## src/rtl/core/sira_pkg.sv

```systemverilog
// Shared types, widths and the digit alphabet for the signed integer to radix ASCII unit.
// No dependencies; every other file in rtl/core imports this package.
`default_nettype none
package sira_pkg;

  localparam int VALUE_W   = 32;
  localparam int MAG_W     = VALUE_W + 1;
  localparam int RADIX_W   = 6;
  localparam int CHAR_W    = 7;
  localparam int DIGIT_W   = 6;
  localparam int BUF_DEPTH = VALUE_W;
  localparam int PTR_W     = $clog2(BUF_DEPTH);
  localparam int CNT_W     = PTR_W + 1;
  localparam int DIV_STEPS = 8;
  localparam int DIV_CYC   = (MAG_W + DIV_STEPS - 1) / DIV_STEPS;
  localparam int DIV_W     = DIV_CYC * DIV_STEPS;
  localparam int DCYC_W    = $clog2(DIV_CYC);
  localparam int S_DATA_W  = ((VALUE_W + RADIX_W + 7) / 8) * 8;
  localparam int M_DATA_W  = ((CHAR_W + 7) / 8) * 8;

  localparam logic [RADIX_W-1:0] RADIX_MIN = RADIX_W'(2);
  localparam logic [RADIX_W-1:0] RADIX_MAX = RADIX_W'(36);

  localparam logic [CHAR_W-1:0] CHAR_ZERO  = 7'h30;
  localparam logic [CHAR_W-1:0] CHAR_ALPHA = 7'h37;
  localparam logic [CHAR_W-1:0] CHAR_MINUS = 7'h2D;
  localparam logic [CHAR_W-1:0] CHAR_NONE  = 7'h00;

  typedef struct packed {
    logic               err;
    logic               neg;
    logic [MAG_W-1:0]   mag;
    logic [RADIX_W-1:0] radix;
  } job_t;

  typedef enum logic [2:0] {
    ST_IDLE,
    ST_DIV,
    ST_SIGN,
    ST_EMIT,
    ST_ERR
  } state_e;

  function automatic logic [CHAR_W-1:0] digit_char(input logic [DIGIT_W-1:0] d);
    logic [CHAR_W-1:0] c;
    if (d < DIGIT_W'(10)) begin
      c = CHAR_ZERO + CHAR_W'(d);
    end else if (d < DIGIT_W'(36)) begin
      c = CHAR_ALPHA + CHAR_W'(d);
    end else begin
      c = CHAR_NONE;
    end
    return c;
  endfunction

endpackage
`default_nettype wire

```

## src/rtl/core/sira_front.sv

```systemverilog
// Front end: accepts input beats, checks the radix, takes the sign and the magnitude.
// Depends on sira_pkg; feeds sira_queue.
`default_nettype none
module sira_front (
  input  wire logic                          s_tvalid_i,
  output logic                               s_tready_o,
  input  wire logic [sira_pkg::S_DATA_W-1:0] s_tdata_i,  // value[31:0], radix[37:32], zero pad
  input  wire logic                          full_i,
  output logic                               push_o,
  output sira_pkg::job_t                     job_o
);
  import sira_pkg::*;

  logic [VALUE_W-1:0] value;
  logic [RADIX_W-1:0] radix;
  logic [MAG_W-1:0]   sext;

  assign value = s_tdata_i[VALUE_W-1:0];
  assign radix = s_tdata_i[VALUE_W +: RADIX_W];
  assign sext  = {value[VALUE_W-1], value};

  assign s_tready_o = !full_i;
  assign push_o     = s_tvalid_i && !full_i;

  always_comb begin
    job_o.err   = (radix < RADIX_MIN) || (radix > RADIX_MAX);
    job_o.neg   = value[VALUE_W-1];
    job_o.mag   = value[VALUE_W-1] ? (~sext + MAG_W'(1)) : sext;
    job_o.radix = radix;
  end

endmodule
`default_nettype wire

```

## src/rtl/core/sira_queue.sv

```systemverilog
// Two-entry queue of classified jobs between the front end and the converter.
// Depends on sira_pkg.
`default_nettype none
module sira_queue (
  input  wire logic    clk_i,
  input  wire logic    rst_ni,
  input  wire logic    push_i,
  input  wire sira_pkg::job_t job_i,
  output logic         full_o,
  output logic         valid_o,
  input  wire logic    pop_i,
  output sira_pkg::job_t job_o
);
  import sira_pkg::*;

  job_t       mem_q [2];
  logic       wr_ptr_q, wr_ptr_d;
  logic       rd_ptr_q, rd_ptr_d;
  logic [1:0] cnt_q, cnt_d;
  logic       do_pop;

  assign full_o  = (cnt_q == 2'd2);
  assign valid_o = (cnt_q != 2'd0);
  assign job_o   = mem_q[rd_ptr_q];
  assign do_pop  = pop_i && valid_o;

  always_comb begin
    wr_ptr_d = push_i ? !wr_ptr_q : wr_ptr_q;
    rd_ptr_d = do_pop ? !rd_ptr_q : rd_ptr_q;
    cnt_d    = cnt_q + 2'(push_i) - 2'(do_pop);
  end

  always_ff @(posedge clk_i or negedge rst_ni) begin
    if (!rst_ni) begin
      wr_ptr_q <= 1'b0;
      rd_ptr_q <= 1'b0;
      cnt_q    <= 2'd0;
    end else begin
      wr_ptr_q <= wr_ptr_d;
      rd_ptr_q <= rd_ptr_d;
      cnt_q    <= cnt_d;
    end
  end

  always_ff @(posedge clk_i) begin
    if (push_i) begin
      mem_q[wr_ptr_q] <= job_i;
    end
  end

  a_no_overflow: assert property (@(posedge clk_i) disable iff (!rst_ni)
    cnt_q != 2'd3) else $error("queue count out of range");
  a_no_push_full: assert property (@(posedge clk_i) disable iff (!rst_ni)
    full_o |-> !push_i) else $error("push into full queue");
  a_cnt_track: assert property (@(posedge clk_i) disable iff (!rst_ni)
    (push_i && !do_pop) |=> cnt_q == $past(cnt_q) + 2'd1) else $error("queue count lost a push");

endmodule
`default_nettype wire

```

## src/rtl/core/sira_back.sv

```systemverilog
// Back end: divides the magnitude by the radix eight quotient bits a cycle, buffers the
// remainders and sends the characters most significant first. Depends on sira_pkg.
`default_nettype none
module sira_back (
  input  wire logic                          clk_i,
  input  wire logic                          rst_ni,
  input  wire logic                          q_valid_i,
  input  wire sira_pkg::job_t                q_job_i,
  output logic                               q_pop_o,
  output logic                               m_tvalid_o,
  input  wire logic                          m_tready_i,
  output logic [sira_pkg::M_DATA_W-1:0]      m_tdata_o,  // ascii_char[6:0], zero pad
  output logic                               m_tlast_o,
  output logic                               m_tuser_o   // error
);
  import sira_pkg::*;

  state_e               state_q, state_d;
  logic                 neg_q, neg_d;
  logic [RADIX_W-1:0]   radix_q, radix_d;
  logic [DIV_W-1:0]     dvd_q, dvd_d;
  logic [DCYC_W-1:0]    dcyc_q, dcyc_d;
  logic [DIGIT_W-1:0]   part_q, part_d;
  logic [CNT_W-1:0]     cnt_q, cnt_d;
  logic [DIGIT_W-1:0]   buf_q [BUF_DEPTH];
  logic                 buf_we;
  logic                 o_valid_q, o_valid_d;
  logic [CHAR_W-1:0]    o_char_q, o_char_d;
  logic                 o_last_q, o_last_d;
  logic                 o_err_q, o_err_d;
  logic                 out_free;
  logic                 div_done;
  logic                 div_stop;
  logic [DIV_W-1:0]     step_dvd;
  logic [DIGIT_W-1:0]   step_part;
  logic [DIGIT_W-1:0]   rd_digit;

  assign out_free = !o_valid_q || m_tready_i;
  assign rd_digit = buf_q[cnt_q[PTR_W-1:0] - PTR_W'(1)];

  // Eight restoring division steps per cycle
  always_comb begin
    logic [DIGIT_W:0] trial;
    step_dvd  = dvd_q;
    step_part = part_q;
    for (int i = 0; i < DIV_STEPS; i++) begin
      trial = {step_part, step_dvd[DIV_W-1]};
      step_dvd = {step_dvd[DIV_W-2:0], 1'b0};
      if (trial >= {1'b0, radix_q}) begin
        trial       = trial - {1'b0, radix_q};
        step_dvd[0] = 1'b1;
      end
      step_part = trial[DIGIT_W-1:0];
    end
  end

  assign div_done = (state_q == ST_DIV) && (dcyc_q == DCYC_W'(DIV_CYC - 1));
  assign div_stop = (step_dvd == '0) || (cnt_q == CNT_W'(BUF_DEPTH - 1));

  always_comb begin
    state_d = state_q;
    case (state_q)
      ST_IDLE: begin
        if (q_valid_i) begin
          state_d = q_job_i.err ? ST_ERR : ST_DIV;
        end
      end
      ST_DIV: begin
        if (div_done && div_stop) begin
          state_d = neg_q ? ST_SIGN : ST_EMIT;
        end
      end
      ST_SIGN: begin
        if (out_free) begin
          state_d = ST_EMIT;
        end
      end
      ST_EMIT: begin
        if (out_free && cnt_q == CNT_W'(1)) begin
          state_d = ST_IDLE;
        end
      end
      ST_ERR: begin
        if (out_free) begin
          state_d = ST_IDLE;
        end
      end
      default: state_d = ST_IDLE;
    endcase
  end

  always_comb begin
    q_pop_o   = 1'b0;
    neg_d     = neg_q;
    radix_d   = radix_q;
    dvd_d     = dvd_q;
    dcyc_d    = dcyc_q;
    part_d    = part_q;
    cnt_d     = cnt_q;
    buf_we    = 1'b0;
    o_valid_d = o_valid_q && !m_tready_i;
    o_char_d  = o_char_q;
    o_last_d  = o_last_q;
    o_err_d   = o_err_q;
    case (state_q)
      ST_IDLE: begin
        q_pop_o = q_valid_i;
        neg_d   = q_job_i.neg;
        radix_d = q_job_i.radix;
        dvd_d   = DIV_W'(q_job_i.mag);
        dcyc_d  = '0;
        part_d  = '0;
        cnt_d   = '0;
      end
      ST_DIV: begin
        dvd_d  = step_dvd;
        part_d = step_part;
        dcyc_d = dcyc_q + DCYC_W'(1);
        if (div_done) begin
          buf_we = 1'b1;
          cnt_d  = cnt_q + CNT_W'(1);
          dcyc_d = '0;
          part_d = '0;
        end
      end
      ST_SIGN: begin
        if (out_free) begin
          o_valid_d = 1'b1;
          o_char_d  = CHAR_MINUS;
          o_last_d  = 1'b0;
          o_err_d   = 1'b0;
        end
      end
      ST_EMIT: begin
        if (out_free) begin
          o_valid_d = 1'b1;
          o_char_d  = digit_char(rd_digit);
          o_last_d  = (cnt_q == CNT_W'(1));
          o_err_d   = 1'b0;
          cnt_d     = cnt_q - CNT_W'(1);
        end
      end
      ST_ERR: begin
        if (out_free) begin
          o_valid_d = 1'b1;
          o_char_d  = CHAR_NONE;
          o_last_d  = 1'b1;
          o_err_d   = 1'b1;
        end
      end
      default: begin
        o_valid_d = o_valid_q && !m_tready_i;
      end
    endcase
  end

  always_ff @(posedge clk_i or negedge rst_ni) begin
    if (!rst_ni) begin
      state_q   <= ST_IDLE;
      cnt_q     <= '0;
      dcyc_q    <= '0;
      neg_q     <= 1'b0;
      o_valid_q <= 1'b0;
    end else begin
      state_q   <= state_d;
      cnt_q     <= cnt_d;
      dcyc_q    <= dcyc_d;
      neg_q     <= neg_d;
      o_valid_q <= o_valid_d;
    end
  end

  always_ff @(posedge clk_i) begin
    radix_q  <= radix_d;
    dvd_q    <= dvd_d;
    part_q   <= part_d;
    o_char_q <= o_char_d;
    o_last_q <= o_last_d;
    o_err_q  <= o_err_d;
    if (buf_we) begin
      buf_q[cnt_q[PTR_W-1:0]] <= step_part;
    end
  end

  assign m_tvalid_o = o_valid_q;
  assign m_tdata_o  = M_DATA_W'(o_char_q);
  assign m_tlast_o  = o_last_q;
  assign m_tuser_o  = o_err_q;

  a_cnt_range: assert property (@(posedge clk_i) disable iff (!rst_ni)
    cnt_q <= CNT_W'(BUF_DEPTH)) else $error("digit count beyond buffer");
  a_emit_nonempty: assert property (@(posedge clk_i) disable iff (!rst_ni)
    (state_q == ST_EMIT || state_q == ST_SIGN) |-> cnt_q != '0) else $error("emit with no digits");
  a_err_last: assert property (@(posedge clk_i) disable iff (!rst_ni)
    (o_valid_q && o_err_q) |-> (o_last_q && o_char_q == CHAR_NONE)) else $error("bad error beat");
  a_rem_range: assert property (@(posedge clk_i) disable iff (!rst_ni)
    (state_q == ST_DIV) |-> part_q < radix_q) else $error("partial remainder not reduced");

endmodule
`default_nettype wire

```

## src/rtl/core/signed_integer_to_radix_ascii_unit.sv

```systemverilog
// A beat is written into the queue and picked up by the back end once it is idle; every
// digit is then worked out by the divider (8 quotient bits a cycle over a 40-bit dividend)
// before the first character leaves the output register. The back end converts one value
// at a time while the two-entry queue takes further beats; a bad radix gives one error beat.
// rst_ni clears the queue, the control and the output valid asynchronously.
// Top level: sira_front, sira_queue and sira_back; depends on sira_pkg.
`default_nettype none
module signed_integer_to_radix_ascii_unit (
  input  wire logic                          clk_i,
  input  wire logic                          rst_ni,
  input  wire logic                          s_tvalid_i,
  output logic                               s_tready_o,
  input  wire logic [sira_pkg::S_DATA_W-1:0] s_tdata_i,  // value[31:0], radix[37:32], zero pad
  output logic                               m_tvalid_o,
  input  wire logic                          m_tready_i,
  output logic [sira_pkg::M_DATA_W-1:0]      m_tdata_o,  // ascii_char[6:0], zero pad
  output logic                               m_tlast_o,
  output logic                               m_tuser_o   // error
);
  import sira_pkg::*;

  job_t front_job;
  job_t queue_job;
  logic push;
  logic full;
  logic q_valid;
  logic q_pop;

  sira_front u_front (
    .s_tvalid_i (s_tvalid_i),
    .s_tready_o (s_tready_o),
    .s_tdata_i  (s_tdata_i),
    .full_i     (full),
    .push_o     (push),
    .job_o      (front_job)
  );

  sira_queue u_queue (
    .clk_i   (clk_i),
    .rst_ni  (rst_ni),
    .push_i  (push),
    .job_i   (front_job),
    .full_o  (full),
    .valid_o (q_valid),
    .pop_i   (q_pop),
    .job_o   (queue_job)
  );

  sira_back u_back (
    .clk_i      (clk_i),
    .rst_ni     (rst_ni),
    .q_valid_i  (q_valid),
    .q_job_i    (queue_job),
    .q_pop_o    (q_pop),
    .m_tvalid_o (m_tvalid_o),
    .m_tready_i (m_tready_i),
    .m_tdata_o  (m_tdata_o),
    .m_tlast_o  (m_tlast_o),
    .m_tuser_o  (m_tuser_o)
  );

endmodule
`default_nettype wire
```

## config.mk

```make
export PLATFORM = sky130hd
export DESIGN_NAME = signed_integer_to_radix_ascii_unit
export DESIGN_NICKNAME = d
export VERILOG_FILES = /design/src/rtl/core/sira_pkg.sv /design/src/rtl/core/sira_front.sv /design/src/rtl/core/sira_queue.sv /design/src/rtl/core/sira_back.sv /design/src/rtl/core/signed_integer_to_radix_ascii_unit.sv
export SDC_FILE = /design/constraint.sdc
export NUM_CORES = 1
export LEC_CHECK = 0
export BUFFER_PORTS_ARGS = -buffer_cell sky130_fd_sc_hd__buf_4
export CORE_ASPECT_RATIO = 0.5
export CORE_MARGIN = 5
export CORE_UTILIZATION = 38
export CTS_BUF_LIST = sky130_fd_sc_hd__clkbuf_2 sky130_fd_sc_hd__clkbuf_4 sky130_fd_sc_hd__clkbuf_8
export CTS_CLUSTER_DIAMETER = 40
export DETAILED_ROUTE_END_ITERATION = 12
export PLACE_DENSITY_LB_ADDON = 0.2
export SLEW_MARGIN = 20
export SYNTH_ARGS = -nofsm -noshare
export SYNTH_HDL_FRONTEND = slang
export SYNTH_HIERARCHICAL = 1
export SYNTH_SLANG_ARGS = --single-unit
```

## constraint.sdc

```tcl
create_clock -name clk_i -period 36.6 [get_ports clk_i]
set_input_delay 3.66 -clock clk_i [delete_from_list [all_inputs] [get_ports clk_i]]
set_output_delay 3.66 -clock clk_i [all_outputs]
set_load 0.05 [all_outputs]
```

== After elaboration in Yosys (flattened, before gate mapping) ==
Memories as Yosys holds them, arrays and structs flattened.
Cells that the tools add are included.

* Equality and inequality tests: 16
* Reductions and logical operators: 27
* Bitwise operators: 1
* Magnitude comparators: 12
* Add/sub/neg operators: 17
* Muxes and demuxes: 53

{| class="wikitable"
|+ Operator list
! kind !! number
|-
| 40-bit case mux with 2 select lines || 1
|-
| 6-bit two-way mux || 11
|-
| 7-bit by 6-bit >= comparator with 1-bit output || 8
|-
| 6-bit subtractor || 8
|-
| 40-bit zero test || 1
|-
| 7-bit two-way mux || 5
|-
| 33-bit by 1-bit adder with 33-bit output, second input constant || 1
|-
| 33-bit two-way mux || 1
|-
| 33-bit NOT || 1
|-
| 1-bit two-way mux || 21
|-
| 3-bit two-way mux || 7
|-
| 7-bit case mux with 3 select lines || 1
|-
| 6-bit case mux with 3 select lines || 1
|-
| 3-bit case mux with 5 select lines || 1
|-
| 6-bit by 6-bit adder with 7-bit output, first input constant || 2
|-
| 2-bit by 1-bit inequality test with 1-bit output, second input constant || 7
|-
| 6-bit case mux with 2 select lines || 1
|-
| 6-bit by 1-bit adder with 6-bit output, second input constant || 1
|-
| 3-bit by 2-bit == test with 1-bit output, second input constant || 2
|-
| 3-bit == test, second input constant || 2
|-
| 6-bit by 1-bit == test with 1-bit output, second input constant || 1
|-
| 6-bit by 5-bit == test with 1-bit output, second input constant || 1
|-
| 6-bit > comparator, second input constant || 1
|-
| 1-bit logical AND || 6
|-
| other kinds (24) || 34
|}

* Register bits after elaboration: 79
* Logic and storage cells: 142
* Memories: 2
* Output and inout bits: 12
* Bits of input ports: 44
* RAM bits: 274

{| class="wikitable"
|+ Memory list
! name !! words !! width !! rd ports !! clocked after Yosys merged registers in !! write ports !! line !! text
|-
| u_back.buf_q || 32 || 6 || 1 || 0 || 1 || sira_back.sv:25 || <nowiki>logic [DIGIT_W-1:0] buf_q [BUF_DEPTH];</nowiki>
|-
| u_queue.mem_q || 2 || 41 || 1 || 0 || 1 || sira_queue.sv:16 || <nowiki>job_t mem_q [2];</nowiki>
|}

== Depth between registers and ports, before layout ==
Gate-level depths: netlist (run 1).

* Depth in word-level cells: 21
* Depth in mapped cells: 76

== By module ==
The synthesis (run 1) kept the hierarchy.

{| class="wikitable"
|+ Modules (own cells, without submodules)
! module !! instances !! seq. area each (um2) !! cells an instance !! area each (um2)
|-
| sira_back || 1 || 7947.6 || 1025 || 13790.7
|-
| sira_queue || 1 || 2562.5 || 145 || 3362.0
|-
| sira_front || 1 || 0.0 || 113 || 874.6
|}

== Least setup slack after synthesis (run 1) ==
OpenSTA, ideal clock, no wires.

* Path kind: reg-to-reg
* From: register u_back.radix_q[1]
* To: memory u_back.buf_q[0][3], data pin
* Data arrival time: 15.785 ns
* Clock period less this slack: 16.170 ns
* Buffers on the path: 3
* Stages on the path, launching flop included: 73
* Setup slack: 20.430 ns
* Cells stage by stage: edfxtp_1 > inv_1 > ha_1 > nand2_1 > o21ai_1 > a21oi_2 > mux2_2 > inv_1 > ha_1 > nor2b_1 > o31a_1 > o311ai_2 > o2111ai_2 > a21oi_1 > ha_1 > nor2b_1 > o31ai_1 > a21oi_1 > [... 37 more ...] > a21o_1 > a21o_1 > a211oi_1 > inv_1 > a21oi_1 > o31a_1 > buf_6 > mux2i_1 > ha_1 > a21o_1 > a21o_1 > a21o_1 > a21o_1 > a211o_1 > inv_1 > o221a_4 > buf_6 > mux2i_1

* Cells in the longest elaborated chain, start to end: 16

{| class="wikitable"
|+ Ends and longest elaborated chain
! item !! line !! text
|-
| from (decl) || sira_back.sv:20 || <nowiki>logic [RADIX_W-1:0] radix_q, radix_d;</nowiki>
|-
| from (signal assigned) || sira_back.sv:174 || <nowiki>radix_q <= radix_d;</nowiki>
|-
| 6-bit subtractor or 7-bit by 6-bit >= comparator with 1-bit output (tied branches) || sira_back.sv:50, sira_back.sv:49 ||
|-
| 6-bit two-way mux || sira_back.sv:49 || <nowiki>if (trial >= {1'b0, radix_q}) begin</nowiki>
|-
| 6-bit subtractor or 7-bit by 6-bit >= comparator with 1-bit output (tied branches) || sira_back.sv:50, sira_back.sv:49 ||
|-
| 6-bit two-way mux || sira_back.sv:49 ||
|-
| 6-bit subtractor or 7-bit by 6-bit >= comparator with 1-bit output (tied branches) || sira_back.sv:50, sira_back.sv:49 ||
|-
| 6-bit two-way mux || sira_back.sv:49 ||
|-
| 6-bit subtractor or 7-bit by 6-bit >= comparator with 1-bit output (tied branches) || sira_back.sv:50, sira_back.sv:49 ||
|-
| 6-bit two-way mux || sira_back.sv:49 ||
|-
| 6-bit subtractor or 7-bit by 6-bit >= comparator with 1-bit output (tied branches) || sira_back.sv:50, sira_back.sv:49 ||
|-
| 6-bit two-way mux || sira_back.sv:49 ||
|-
| 7-bit by 6-bit >= comparator with 1-bit output or 6-bit subtractor (tied branches) || sira_back.sv:49, sira_back.sv:50 ||
|-
| 6-bit two-way mux || sira_back.sv:49 ||
|-
| 6-bit subtractor or 7-bit by 6-bit >= comparator with 1-bit output (tied branches) || sira_back.sv:50, sira_back.sv:49 ||
|-
| 6-bit two-way mux || sira_back.sv:49 ||
|-
| 6-bit subtractor or 7-bit by 6-bit >= comparator with 1-bit output (tied branches) || sira_back.sv:50, sira_back.sv:49 ||
|-
| 6-bit two-way mux * || sira_back.sv:49 ||
|-
| via u_back.step_part[3] || sira_back.sv:35 || <nowiki>logic [DIGIT_W-1:0] step_part;</nowiki>
|-
| to (decl) || sira_back.sv:25 ||
|}

Mark *: on every way through the listed nets, which the timed path passes. The rest lies on a longest branch.

== Worst setup path after layout (run 1) ==
* From: register u_back.radix_q[1]
* To: register u_back.part_q[1], data pin

* Cells in the longest elaborated chain, start to end: 18

{| class="wikitable"
|+ Ends and longest elaborated chain
! item !! line !! text
|-
| 6-bit subtractor or 7-bit by 6-bit >= comparator with 1-bit output (tied branches) || sira_back.sv:50, sira_back.sv:49 ||
|-
| 6-bit two-way mux || sira_back.sv:49 ||
|-
| 6-bit subtractor or 7-bit by 6-bit >= comparator with 1-bit output (tied branches) || sira_back.sv:50, sira_back.sv:49 ||
|-
| 6-bit two-way mux || sira_back.sv:49 ||
|-
| 6-bit subtractor or 7-bit by 6-bit >= comparator with 1-bit output (tied branches) || sira_back.sv:50, sira_back.sv:49 ||
|-
| 6-bit two-way mux || sira_back.sv:49 ||
|-
| 6-bit subtractor or 7-bit by 6-bit >= comparator with 1-bit output (tied branches) || sira_back.sv:50, sira_back.sv:49 ||
|-
| 6-bit two-way mux || sira_back.sv:49 ||
|-
| [... 3 more ...] || -- ||
|-
| 6-bit two-way mux || sira_back.sv:49 ||
|-
| 7-bit by 6-bit >= comparator with 1-bit output or 6-bit subtractor (tied branches) || sira_back.sv:49, sira_back.sv:50 ||
|-
| 6-bit two-way mux || sira_back.sv:49 ||
|-
| 6-bit subtractor or 7-bit by 6-bit >= comparator with 1-bit output (tied branches) || sira_back.sv:50, sira_back.sv:49 ||
|-
| 6-bit two-way mux * || sira_back.sv:49 ||
|-
| via u_back.step_part[1] || sira_back.sv:35 ||
|-
| 6-bit two-way mux * || sira_back.sv:119 || <nowiki>if (div_done) begin</nowiki>
|-
| 6-bit case mux with 2 select lines * || sira_back.sv:105 || <nowiki>case (state_q)</nowiki>
|-
| to (signal assigned) || sira_back.sv:176 || <nowiki>part_q <= part_d;</nowiki>
|-
| to (decl) || sira_back.sv:23 || <nowiki>logic [DIGIT_W-1:0] part_q, part_d;</nowiki>
|}

Marks and branches as above.
A chain may end at the register's enable or synchronous reset.

==> results.txt, run 1 <==
- The largest single stage delay on the critical path is 0.68 ns.
- A synthesized cell averages 14.05 µm².
- The pre-antenna-repair detailed-routing pass consisted of 5 iterations.
* Post-synthesis async set-or-reset flop share: 5.099%
* Minimum period implied by the final worst setup slack: 19.03 ns
- Synth top cells by count: sky130_fd_sc_hd__edfxtp_1 (335), sky130_fd_sc_hd__nand2_1 (143), sky130_fd_sc_hd__nor2_1 (78)
* Number of buffers added to fix hold violations after cts: 0
- After the flow finishes, the layout carries non-filler instances totaling 2031.
- For this run, the top clock speed supported by timing is 52.56 MHz.
- STA classifies the critical path endpoint as a flop.
* Ports: 56
* Startpoint types: flop
- Gates resized, CTS repair: 0
- Yosys printed 6 warnings.
- Data arrival time of the critical path: 19.39 ns
- In the post-route analysis, the smallest setup slack over all paths is 17.57 ns.
* Vias after detailed routing: 10.52k
- Between clock sinks in the finished design, the worst skew comes to 0.04949 ns.
- Post-placement worst setup slack: 17.62 ns
- Across all hold checks on the routed design, the worst slack comes to 0.5216 ns.
* Clk Latency, worst-skew pair: 0.61 ns
- Of all nets on the critical path, the largest fanout is 33.
* Post-route antenna net violation count: 0
* Summed negative setup slack over all endpoints: 0 ns
* Clock root buffer: sky130_fd_sc_hd__clkbuf_8
* Gr usage total: 14.55%
* Number of buffers on the longest clock path: 3
* Width of the die: 318.0 µm
* Post-synthesis cell area: 18030 µm²
* Portion of the post-synthesis area used by sequential elements: 58.30%
* Number of antenna violations at the first check in global routing: 0
- Global-route wire length before repair: 60470 µm
* Area of the die: 52160 µm²
* Post-route clock period utilization: 51.98%
* Final number of setup-violating endpoints: 0
- Number of global-route vias before repair: 10.97k
- The number of different library cells used by synthesis comes to 82.
* Post CTS Setup Buffer Count: 0
- The worst hold path belongs to the class reg2reg.
- Slew of the pin with the lowest slew margin: 1.128 ns
- Count of endpoints failing hold in the final timing report: 0
- Setup repair after global routing left no endpoint under its margin.
- Fin. max-slew vios: 0
* # DRC: 0
* Number of synthesized flops with an enable pin: 335
- Clock buffer count from CTS: 54
* Starting density of the core: 38.46%
- In this run, the number of DRC markers left after iteration 0 of detailed routing was 698.
- The number of antenna diodes in the final layout is 0.
- Path type of the worst setup path: reg2reg
* GR Overflow Total: 0
- Most area-hungry cell type in the Yosys netlist: sky130_fd_sc_hd__edfxtp_1
* Count of state elements after synthesis: 353
- Placeable core region: 46880 µm²
- Detailed placement finished with a half-perimeter wire length of 26430 µm.
- The die is 164.0 µm tall.
* Final nets: 1466
- Compared with the post-synthesis result, the final layout area differs by 11.67%.
* Global placer's final weighted congestion: 0.8235
- Library cell with the highest instance count after synthesis: sky130_fd_sc_hd__edfxtp_1
* Cell row count: 56
- The flow ran to the end, and the final reports show no timing, DRC or antenna violations.
- Mean number of vias per cell: 5.182
- Worst max-slew margin expressed relative to the limit: 24.50%
* Number of violations of the max-capacitance limit: 0
- Synthesis produced 1283 cells.
- Cells with a size suffix above 1 make up 21.97% of the layout.
- Yosys attributes the largest share of cell area to sky130_fd_sc_hd__edfxtp_1 (56%), sky130_fd_sc_hd__mux4_2 (7.5%), sky130_fd_sc_hd__ha_1 (4.3%).
- After clock tree synthesis, the clock-pin slew on the worst setup and hold paths is 0.06 ns.
- Slowest stage cell on the critical path: sky130_fd_sc_hd__edfxtp_1
- Area share of the largest cell type after synthesis: 55.80%
- Entering global routing, the biggest net connects 59 pins.
* Routed length per instance: 18.96 µm
- The H-tree generated during clock tree synthesis spans 2 levels.
- Number of placed instances, taps included: 1934
- Number of sinks handled by clock tree synthesis: 353
- Buffers placed on the I/O ports in this run total 52.
- Among all flip-flop cells after synthesis, the most frequent one is sky130_fd_sc_hd__edfxtp_1.
- In this design, the critical path's most frequently occurring cell is sky130_fd_sc_hd__ha_1.
- Number of nets produced by synthesis: 1397
- Data required, critical path: 36.97 ns
- For this block, the routed nets add up to 38510 µm of wire.
- CTS tree: yes
layer usage:
metal / up-vias / track usage [%] / wire length [µm]
met3: 56 / 2.660 / 1647
met1: 5224 / 19.63 / 17600
li1: 5028 / - / -
met2: 216 / 24.63 / 18500
met4: 0 / 3.858 / 760
met5: - / 0 / 0
registers in the layout (all words and copies together) (netlist names):
| register | count |
|---|---|
| u_back/radix_q | 6 |
| u_back/part_q | 6 |
| u_queue/wr_ptr_q | 1 |
| u_queue/mem_q | 82 |
| u_back/state_q | 3 |
| u_back/m_tvalid_o | 1 |
| u_back/dvd_q | 40 |
| u_queue/rd_ptr_q | 1 |
| u_back/o_char_q | 7 |
| u_queue/cnt_q | 2 |
| u_back/buf_q | 192 |
| u_back/m_tuser_o | 1 |
| u_back/m_tlast_o | 1 |
| u_back/neg_q | 1 |
| u_back/cnt_q | 6 |
| u_back/dcyc_q | 3 |
kinds of logic (layout without fill, tap and decap cells):
family,after synthesis,after routing,synth area share [%]
compound gates,198,198,7.801
other cells,2,2,0.04166
simple gates,355,355,9.647
xor+xnor,64,64,3.109
buf+inv,107,217,2.998
flops,353,353,58.30
mux,134,134,12.91
fa+ha+maj,70,70,5.192
stage by stage:
stage | area [µm²] | util (%)
5_1_grt | 20130 | 42.95
6_report | 20130 | 42.95
4_1_cts | 20130 | 42.93
3_3_place_gp | 19030 | 40.59
2_1_floorplan | 18030 | -
3_5_place_dp | 19030 | 40.59
path summary, 6_finish.rpt:
kind	endpoint	slack, ns	startpoint	cells past startpoint
max reg2reg	u_back/part_q[1]	17.57	u_back/radix_q[1]	70
min in group asynchronous	u_back/cnt_q[5]	2.92	rst_ni	1
min	u_back/neg_q	0.52	u_back/neg_q	1
min reg2reg	u_back/neg_q	0.52	u_back/neg_q	1
max in group asynchronous	u_queue/rd_ptr_q	33.44	rst_ni	1
max	u_back/part_q[1]	17.57	u_back/radix_q[1]	70
worst max-delay path: cells and delay by family (launching register included):
family,cells,cell delay (ns)
DFF,1,0.68
and+or+nand+nor,13,2.43
muxes,4,1.77
adders and majority gates,8,2.45
buffers and inverters,5,0.81
AOI/OAI and AO/OA,40,10.64
cell type report:
| type | instances | area [µm²] |
|---|---|---|
| fill | 4218 | 26740 |
| sequential | 353 | 10520 |
| multi-input combinational | 823 | 7025 |
| clock buffer | 73 | 898.4 |
| tap | 638 | 798.3 |
| timing repair buffer | 65 | 488.0 |
| inverter | 55 | 206.4 |
| clock inverter | 24 | 198.9 |
placed cells by master (no fill, tap or decap), types with 31 or more instances in the layout:
cell                       Yosys  routed
sky130_fd_sc_hd__mux2_4       43      43
sky130_fd_sc_hd__edfxtp_1    335     335
sky130_fd_sc_hd__inv_1        55      55
sky130_fd_sc_hd__a21oi_1      32      31
sky130_fd_sc_hd__nor2_1       78      76
sky130_fd_sc_hd__mux4_2       60      60
sky130_fd_sc_hd__o21ai_0      49      49
sky130_fd_sc_hd__buf_4        11      65
sky130_fd_sc_hd__ha_1         62      61
sky130_fd_sc_hd__clkbuf_8      0      56
sky130_fd_sc_hd__nand2_1     143     143
sky130_fd_sc_hd__xnor2_1      46      45
Power of run 1 is not shown: default switching activity piles up to over one toggle a cycle in this logic, so the estimate is an artifact.
==> run 2: changes to the inputs <==
--- a/config.mk
+++ b/config.mk
@@ -5,6 +5,7 @@
 export SDC_FILE = /design/constraint.sdc
 export NUM_CORES = 1
 export LEC_CHECK = 0
+export ABC_AREA = 1
 export BUFFER_PORTS_ARGS = -buffer_cell sky130_fd_sc_hd__buf_4
 export CORE_ASPECT_RATIO = 0.5
 export CORE_MARGIN = 5
==> constraint.sdc (replaced) <==
create_clock -name clk_i -period 17.6 [get_ports clk_i]
set_input_delay 1.76 -clock clk_i [delete_from_list [all_inputs] [get_ports clk_i]]
set_output_delay 1.76 -clock clk_i [all_outputs]
set_load 0.05 [all_outputs]
==> run 2 against run 1 <==
  * Via count rose by 20%
  * Cell count is 26% higher
  * Sequential cell count unchanged
  * Core utilization down 0.16 points
  * Final area is 0.52% higher
  * Routed wire length up 8.5%
  * Clock skew fell by 0.023 ns
  * Die area rose by 1.6%
  * Worst setup slack got worse by 16 ns
  * First-iteration DRC count up 22%
  * Critical endpoint is now u_back/buf_q[22][3]
  * Highest routed layer unchanged
==> results.txt, run 2 <==
* Area share of the largest cell type after synthesis: 54.87% (-0.93 points)
- The worst setup path is launched from a flop.
- The number of gates resized after CTS was 0 (unchanged).
- The total of max-cap violations is 0 (unchanged).
* Largest cells by area after synthesis: sky130_fd_sc_hd__edfxtp_1 (55%), sky130_fd_sc_hd__nand2_1 (9.3%), sky130_fd_sc_hd__nor2_1 (5.3%)
* Most frequent standard cell in the layout excluding fill and tap cells: sky130_fd_sc_hd__nand2_1
- The combined area of the multi-input logic cells was 6803 µm² (-3.2%).
- The core footprint is 47300 µm² (+0.90%).
* Largest net degree at the start of global routing: 83 (+41%)
- The hold violation total from the final report came to 0 (unchanged).
- Register-to-Register Setup Slack: 1.81 ns (-15.77 ns)
- The total clock sinks came to 353 (unchanged).
* Final nets: 1999 (+36%)
- Clock tree synthesis selected as its root buffer the cell sky130_fd_sc_hd__clkbuf_8.
- Final core area utilization: 42.79% (-0.16 points)
* Post-synthesis cell area: 18330 µm² (+1.7%)
* Data required, critical path: 17.60 ns (-19.37 ns)
- Layout filler cell count: 4568 (+8.3%)
- Mean number of vias per cell: 4.911 (-5.2%)
- The fraction of layout instances using a drive strength above 1 is 11.71% (-10 points).
- sky130_fd_sc_hd__nand2_1 is the most common cell in the netlist.
- Synth unique cells: 55 (-33%)
- The number of core rows is 56 (unchanged).
- The global-route wire length before repair came to 64860 µm (+7.3%).
- Max Clock Skew: 0.02664 ns (-0.02284 ns)
* DRT iter0 DRCs: 853 (+22%)
- Number of synthesized flops with an enable pin: 335 (unchanged)
* Clock buffer count from CTS: 54 (unchanged)
- In this run the worst hold path is classified as reg2reg.
- The net count after synthesis came to 1957 (+40%).
* Most area-hungry cell type in the Yosys netlist: sky130_fd_sc_hd__edfxtp_1
- The worst-case headroom to the max-slew limit was 29.96% (+5.5 points).
* Path type of the worst setup path: reg2reg
- Gr usage total: 15.43% (+0.88 points)
- The die area is 53000 µm² (+1.6%).
* CTS tree: yes
* Synthesized area per cell: 9.947 µm² (-29%)
- Slowest stage cell on the critical path: sky130_fd_sc_hd__clkinv_1
* Most frequent CP cell: sky130_fd_sc_hd__a21oi_1
- Die height: 165.3 µm (+0.79%)
* Minimum period implied by the final worst setup slack: 15.79 ns (-3.230 ns)
* Global placer's final weighted congestion: 0.8477 (+2.9%)
- Routed length per instance: 16.27 µm (-14%)
* Max reg flops: 192 (unchanged)
* Synth top cells by count: sky130_fd_sc_hd__nand2_1 (454), sky130_fd_sc_hd__edfxtp_1 (335), sky130_fd_sc_hd__nor2_1 (257)
- # DRC: 0 (unchanged)
- The post-detailed-routing wire length was 41790 µm (+8.5%).
- The worst setup path is captured at a flop.
- First-pass iteration count of the detailed router: 5 (unchanged)
* Number of buffers added to fix hold violations after cts: 0 (unchanged)
- Fin. max-slew vios: 0 (unchanged)
- Post-route clock period utilization: 89.74% (+38 points)
- The HPWL after detailed placement came to 27620 µm (+4.5%).
- The buffer levels on the longest clock path is 3 (unchanged).
- The cell family contributing the most delay on the critical path is compound AO/OA/AOI/OAI gates.
- Worst setup margin: 1.805 ns (-15.77 ns)
- Number of buffers added on ports: 52 (unchanged)
* Final number of setup-violating endpoints: 0 (unchanged)
* Top achievable clock speed: 63.31 MHz (+20%)
- Highest cell delay on the worst timing path: 0.83 ns (+0.15 ns)
- Post CTS Setup Buffer Count: 0 (unchanged)
* Max FO, Critical Path: 32 (-3.0%)
- Starting density of the core: 38.76% (+0.30 points)
- The CTS H-tree depth is 2 (unchanged).
- The x dimension of the die came to 320.6 µm (+0.82%).
* Clk Latency, worst-skew pair: 0.59 ns (-0.02 ns)
* Warnings, synthesis: 6 (unchanged)
- The post-placement setup slack was 2.039 ns (-15.58 ns).
- Clock-pin slew of the registers on the worst-case setup and hold paths: 0.06 ns (about the same)
- Portion of the post-synthesis area used by sequential elements: 57.33% (-0.97 points)
* Crit path buf inv count: 10 (+5)
- The most used flip-flop cell after synthesis is sky130_fd_sc_hd__edfxtp_1.
* Synthesis-to-layout area growth: 10.38%
* Slew of the pin with the lowest slew margin: 1.049 ns (-0.07926 ns)
* Vias after detailed routing: 12.62k (+20%)
- The number of global-route vias before repair is 11.97k (+9.1%).
- Ports: 56 (unchanged)
* RSZ-0062 raised after global routing: no
- Post-route antenna net violation count: 0 (unchanged)
- The proportion of synthesized flip-flops having asynchronous set or reset came to 5.099% (unchanged).
- Data arrival time of the critical path: 15.79 ns (-3.60 ns)
- Commonest cells after routing, fill and taps aside: sky130_fd_sc_hd__nand2_1 (452), sky130_fd_sc_hd__edfxtp_1 (335), sky130_fd_sc_hd__nor2_1 (255)
- The post-synthesis cell count came to 1843 (+44%).
- The number of antenna violations at the first check in global routing was 1 (+1).
- Count of state elements after synthesis: 353 (unchanged)
* GR Overflow Total: 0 (unchanged)
* Area of all sequential standard cells: 10510 µm² (about the same)
- Run status: finished, final reports clean
- Summed negative setup slack over all endpoints: 0 ns (unchanged)
==> run 2: final cells by class <==
type                    count  share of cell area, %
flip-flops and latches    353                  51.96
multi-input cells        1254                  33.62
clock buffers              69                  4.260
well taps                 638                  3.945
inverters                 160                  3.005
repair buffers             62                  2.300
clock inverters            32                 0.9027
diodes                      1                0.01237
==> run 2: worst paths after layout <==
path	from	to	cells after the start
max	u_back/radix_q[1]	u_back/buf_q[22][3]	74
min	u_back/neg_q	u_back/neg_q	2
max reg2reg	u_back/radix_q[1]	u_back/buf_q[22][3]	74
min reg2reg	u_back/neg_q	u_back/neg_q	2
max in group asynchronous	rst_ni	u_back/cnt_q[0]	1
min in group asynchronous	rst_ni	u_back/cnt_q[2]	1
==> run 2: worst register-to-register path, delay by kind of cell, from the launching register on <==
kind	cells	cell delay, ns
buffers and inverters	10	2.55
AOI/OAI and AO/OA	33	6.40
and+or+nand+nor	23	3.06
DFF	1	0.58
adders and majority gates	8	2.59
==> run 2: kinds of logic after synthesis <==
| kind of cell | synth area share [%] |
|---|---|
| simple gates | 19.49 |
| flops | 57.33 |
| compound gates | 9.214 |
| buf+inv | 5.658 |
| fa+ha+maj | 5.105 |
| xor+xnor | 2.293 |
| mux | 0.8736 |
| other cells | 0.04097 |
==> run 2: layer usage <==
layer,GRT usage (%),routed length [µm]
met4,3.346,649
met1,21.22,20050
met5,0,0
met3,2.789,1800
met2,25.86,19290
==> run 2: stage by stage <==
step | hold slack [ns] | cells | cell area [µm²]
floorplan | 0.4422 | 1843 | 18330
global placement | 0.4551 | 2467 | 19180
detailed placement | 0.4601 | 2467 | 19180
CTS | 0.4783 | 2568 | 20230
global route | 0.5050 | 2569 | 20240
finish | 0.4815 | 2569 | 20240
Power of run 2 is left out for the same reason.
==> run 3: changes to the inputs <==
--- a/config.mk
+++ b/config.mk
@@ -13,6 +13,7 @@
 export CTS_BUF_LIST = sky130_fd_sc_hd__clkbuf_2 sky130_fd_sc_hd__clkbuf_4 sky130_fd_sc_hd__clkbuf_8
 export CTS_CLUSTER_DIAMETER = 40
 export DETAILED_ROUTE_END_ITERATION = 12
+export GPL_TIMING_DRIVEN = 0
 export PLACE_DENSITY_LB_ADDON = 0.2
 export SLEW_MARGIN = 20
 export SYNTH_ARGS = -nofsm -noshare
==> run 3 against run 2 <==
  * Count of clock-buffer cells in the layout rose by 2
  * Fmax is essentially flat
  * Worst hold slack worse by 0.0086 ns
  * Cell count increased by 2.4%
  * Sequential share of layout area shrank 1.0 points
  * Die area did not move
  * Routed wire length increased by 13%
==> results.txt, run 3 (same netlist as run 2, synthesis figures left out) <==
* Run status: finished, final reports clean
- The endpoint identified for the worst register-to-register timing path is u_back/buf_q[28][5].
* Number of buffers on the longest clock path: 3 (unchanged)
- Max reg flops: 192 (unchanged)
- The transition time at the pin with the least slew margin was 1.052 ns (+0.002424 ns).
- The count of fill cells added during filler insertion was 4602 (+0.74%).
* Area of all sequential standard cells: 10510 µm² (about the same)
* Number of buffers added to fix hold violations after cts: 0 (unchanged)
* Placeable core region: 47300 µm² (unchanged)
* Crit. Startpoint: u_back/radix_q[1]
* Hold path depth: 2 (unchanged)
* Post-route clock period utilization: 89.76% (about the same)
- The fraction of layout instances using a drive strength above 1 is 12.40% (+0.69 points).
- Worst max-slew margin expressed relative to the limit: 29.46% (-0.49 points)
* Post-placement worst setup slack: 2.173 ns (+0.1342 ns)
- Clock-pin slew of the registers on the worst-case setup and hold paths: 0.06 ns (about the same)
* Worst setup margin: 1.803 ns (-0.002470 ns)
- RSZ-0062 raised after global routing: no
* Launch instance of the worst register-to-register path: u_back/radix_q[1]
* Final design instance area without fill: 20640 µm² (+2.0%)
* Startpoint types: flop
- Final core area utilization: 43.63% (+0.85 points)
- The worst setup path is captured at a flop.
* Slowest stage cell on the critical path: sky130_fd_sc_hd__clkinv_1
* Path type of the worst setup path: reg2reg
- Number of sinks handled by clock tree synthesis: 353 (unchanged)
* Number of antenna violations at the first check in global routing: 1 (unchanged)
- Final number of setup-violating endpoints: 0 (unchanged)
- Clk Latency, worst-skew pair: 0.62 ns (+0.03 ns)
* Highest cell delay on the worst timing path: 0.82 ns (about the same)
- Summed negative setup slack over all endpoints: 0 ns (unchanged)
- The combined area of the multi-input logic cells is 6795 µm² (-0.11%).
- The final estimated routing congestion in global placement is 0.8744 (+3.1%).
* Largest net degree at the start of global routing: 35 (-58%)
- The library cells used most frequently in the layout, excluding fill and tap cells, are sky130_fd_sc_hd__nand2_1 (453), sky130_fd_sc_hd__edfxtp_1 (335), sky130_fd_sc_hd__nor2_1 (256).
* Minimum period implied by the final worst setup slack: 15.80 ns (+0.002470 ns)
- GR Overflow Total: 0 (unchanged)
- The total of max-cap violations is 0 (unchanged).
* Routed length per instance: 17.98 µm (+11%)
- Ports: 56 (unchanged)
- Mean number of vias per cell: 5.048 (+2.8%)
* Top achievable clock speed: 63.30 MHz (about the same)
- The number of setup buffers added after CTS is 0 (unchanged).
* Wire length reported by the detailed router: 47300 µm (+13%)
- DRT iter0 DRCs: 1186 (+39%)
* Vias after detailed routing: 13.28k (+5.3%)
* Gr usage total: 17.78% (+2.4 points)
* Data required, critical path: 17.61 ns (about the same)
* Max FO, Critical Path: 32 (unchanged)
- The tree is rooted in a sky130_fd_sc_hd__clkbuf_8.
- Count of endpoints failing hold in the final timing report: 0 (unchanged)
* Data arrival time of the critical path: 15.80 ns (about the same)
- TritonCTS built the clock tree.
- Cells on worst reg2reg path: 80 (+8.1%)
- The global-route wire length before repair came to 73180 µm (+13%).
- Number of H-tree levels: 2 (unchanged)
- Area after DPL: 19590 µm² (+2.1%)
- The clock buffer count from CTS came to 55 (+1.9%).
* Area of the die: 53000 µm² (unchanged)
- The library cell used most frequently in the layout, excluding fill and tap cells, is sky130_fd_sc_hd__nand2_1.
* Hold EP: u_back/neg_q
- The number of gates resized after CTS is 0 (unchanged).
* First-pass iteration count of the detailed router: 5 (unchanged)
- The count of input and output buffers is 52 (unchanged).
- The max-slew violation total from the final report was 0 (unchanged).
- Register-to-Register Setup Slack: 1.80 ns (about the same)
- The number of core rows was 56 (unchanged).
- The worst clock skew on the final layout was 0.04224 ns (+0.01560 ns).
- Among the stages of the critical path, the cell type that occurs most often is sky130_fd_sc_hd__a21oi_1.
* Starting density of the core: 38.76% (unchanged)
- From synthesis to final layout, the design area changed by 12.56%.
- Hold path startpoint: u_back/neg_q
* Final nets: 2069 (+3.5%)
* Post-route antenna net violation count: 0 (unchanged)
- Estimated wirelength of the detail-placed design: 33370 µm (+21%)
* Die height: 165.3 µm (unchanged)
- # DRC: 0 (unchanged)
- The tightest min-delay check is of the reg2reg type.
- Number of global-route vias before repair: 12.79k (+6.9%)
- Width of the die: 320.6 µm (unchanged)
-- run 3: cell count changes in the layout (fill, tap and decap cells not counted), moves of 2 or more --
cell	before	now
sky130_fd_sc_hd__buf_12	0	3
sky130_fd_sc_hd__buf_6	0	10
sky130_fd_sc_hd__inv_1	142	140
sky130_fd_sc_hd__clkinv_1	20	14
sky130_fd_sc_hd__buf_2	0	7
sky130_fd_sc_hd__clkbuf_1	0	39
sky130_fd_sc_hd__buf_1	0	6
sky130_fd_sc_hd__clkbuf_4	14	16
sky130_fd_sc_hd__buf_4	62	65
-- run 3: worst max-delay path by stage --
stage,to,cells past startpoint
6_report,u_back/buf_q[28][5],80
5_1_grt,u_back/buf_q[28][5],80
4_1_cts,u_back/buf_q[9][3],81
3_5_place_dp,u_back/buf_q[25][3],81
3_3_place_gp,u_back/buf_q[26][4],80
2_1_floorplan,u_back/buf_q[0][4],78
-- run 3: worst max-delay path, delay by kind of cell (launching register included) --
kind	cells	cell delay [ns]
and+or+nand+nor	25	2.84
adders and majority gates	8	2.69
buffers and inverters	14	2.79
DFF	1	0.55
AOI/OAI and AO/OA	33	6.31
-- run 3: metal layers --
layer	routed length, µm	global-route usage, %
met1	21710	24.97
met2	21700	29.24
met3	3216	3.313
met4	668	3.544
met5	0	0
-- run 3: through the flow --
step	hold WS, ns	cells
after floorplan	0.4422	1843
after global placement	0.4558	2533
after detailed placement	0.4592	2536
after CTS	0.4750	2630
after global routing	0.5173	2631
final	0.4730	2631
-- run 3: layout make-up --
cell class                      count  share of cell area (%)
Buffer                             76                   2.080
Inverter                          160                   2.947
Clock buffer                       71                   4.250
Antenna cell                        1                 0.01213
Sequential cell                   353                   50.93
Clock inverter                     23                  0.8003
Timing Repair Buffer               55                   2.183
Multi-Input combinational cell   1254                   32.93
Tap cell                          638                   3.868
Power of run 3 is left out for the same reason.
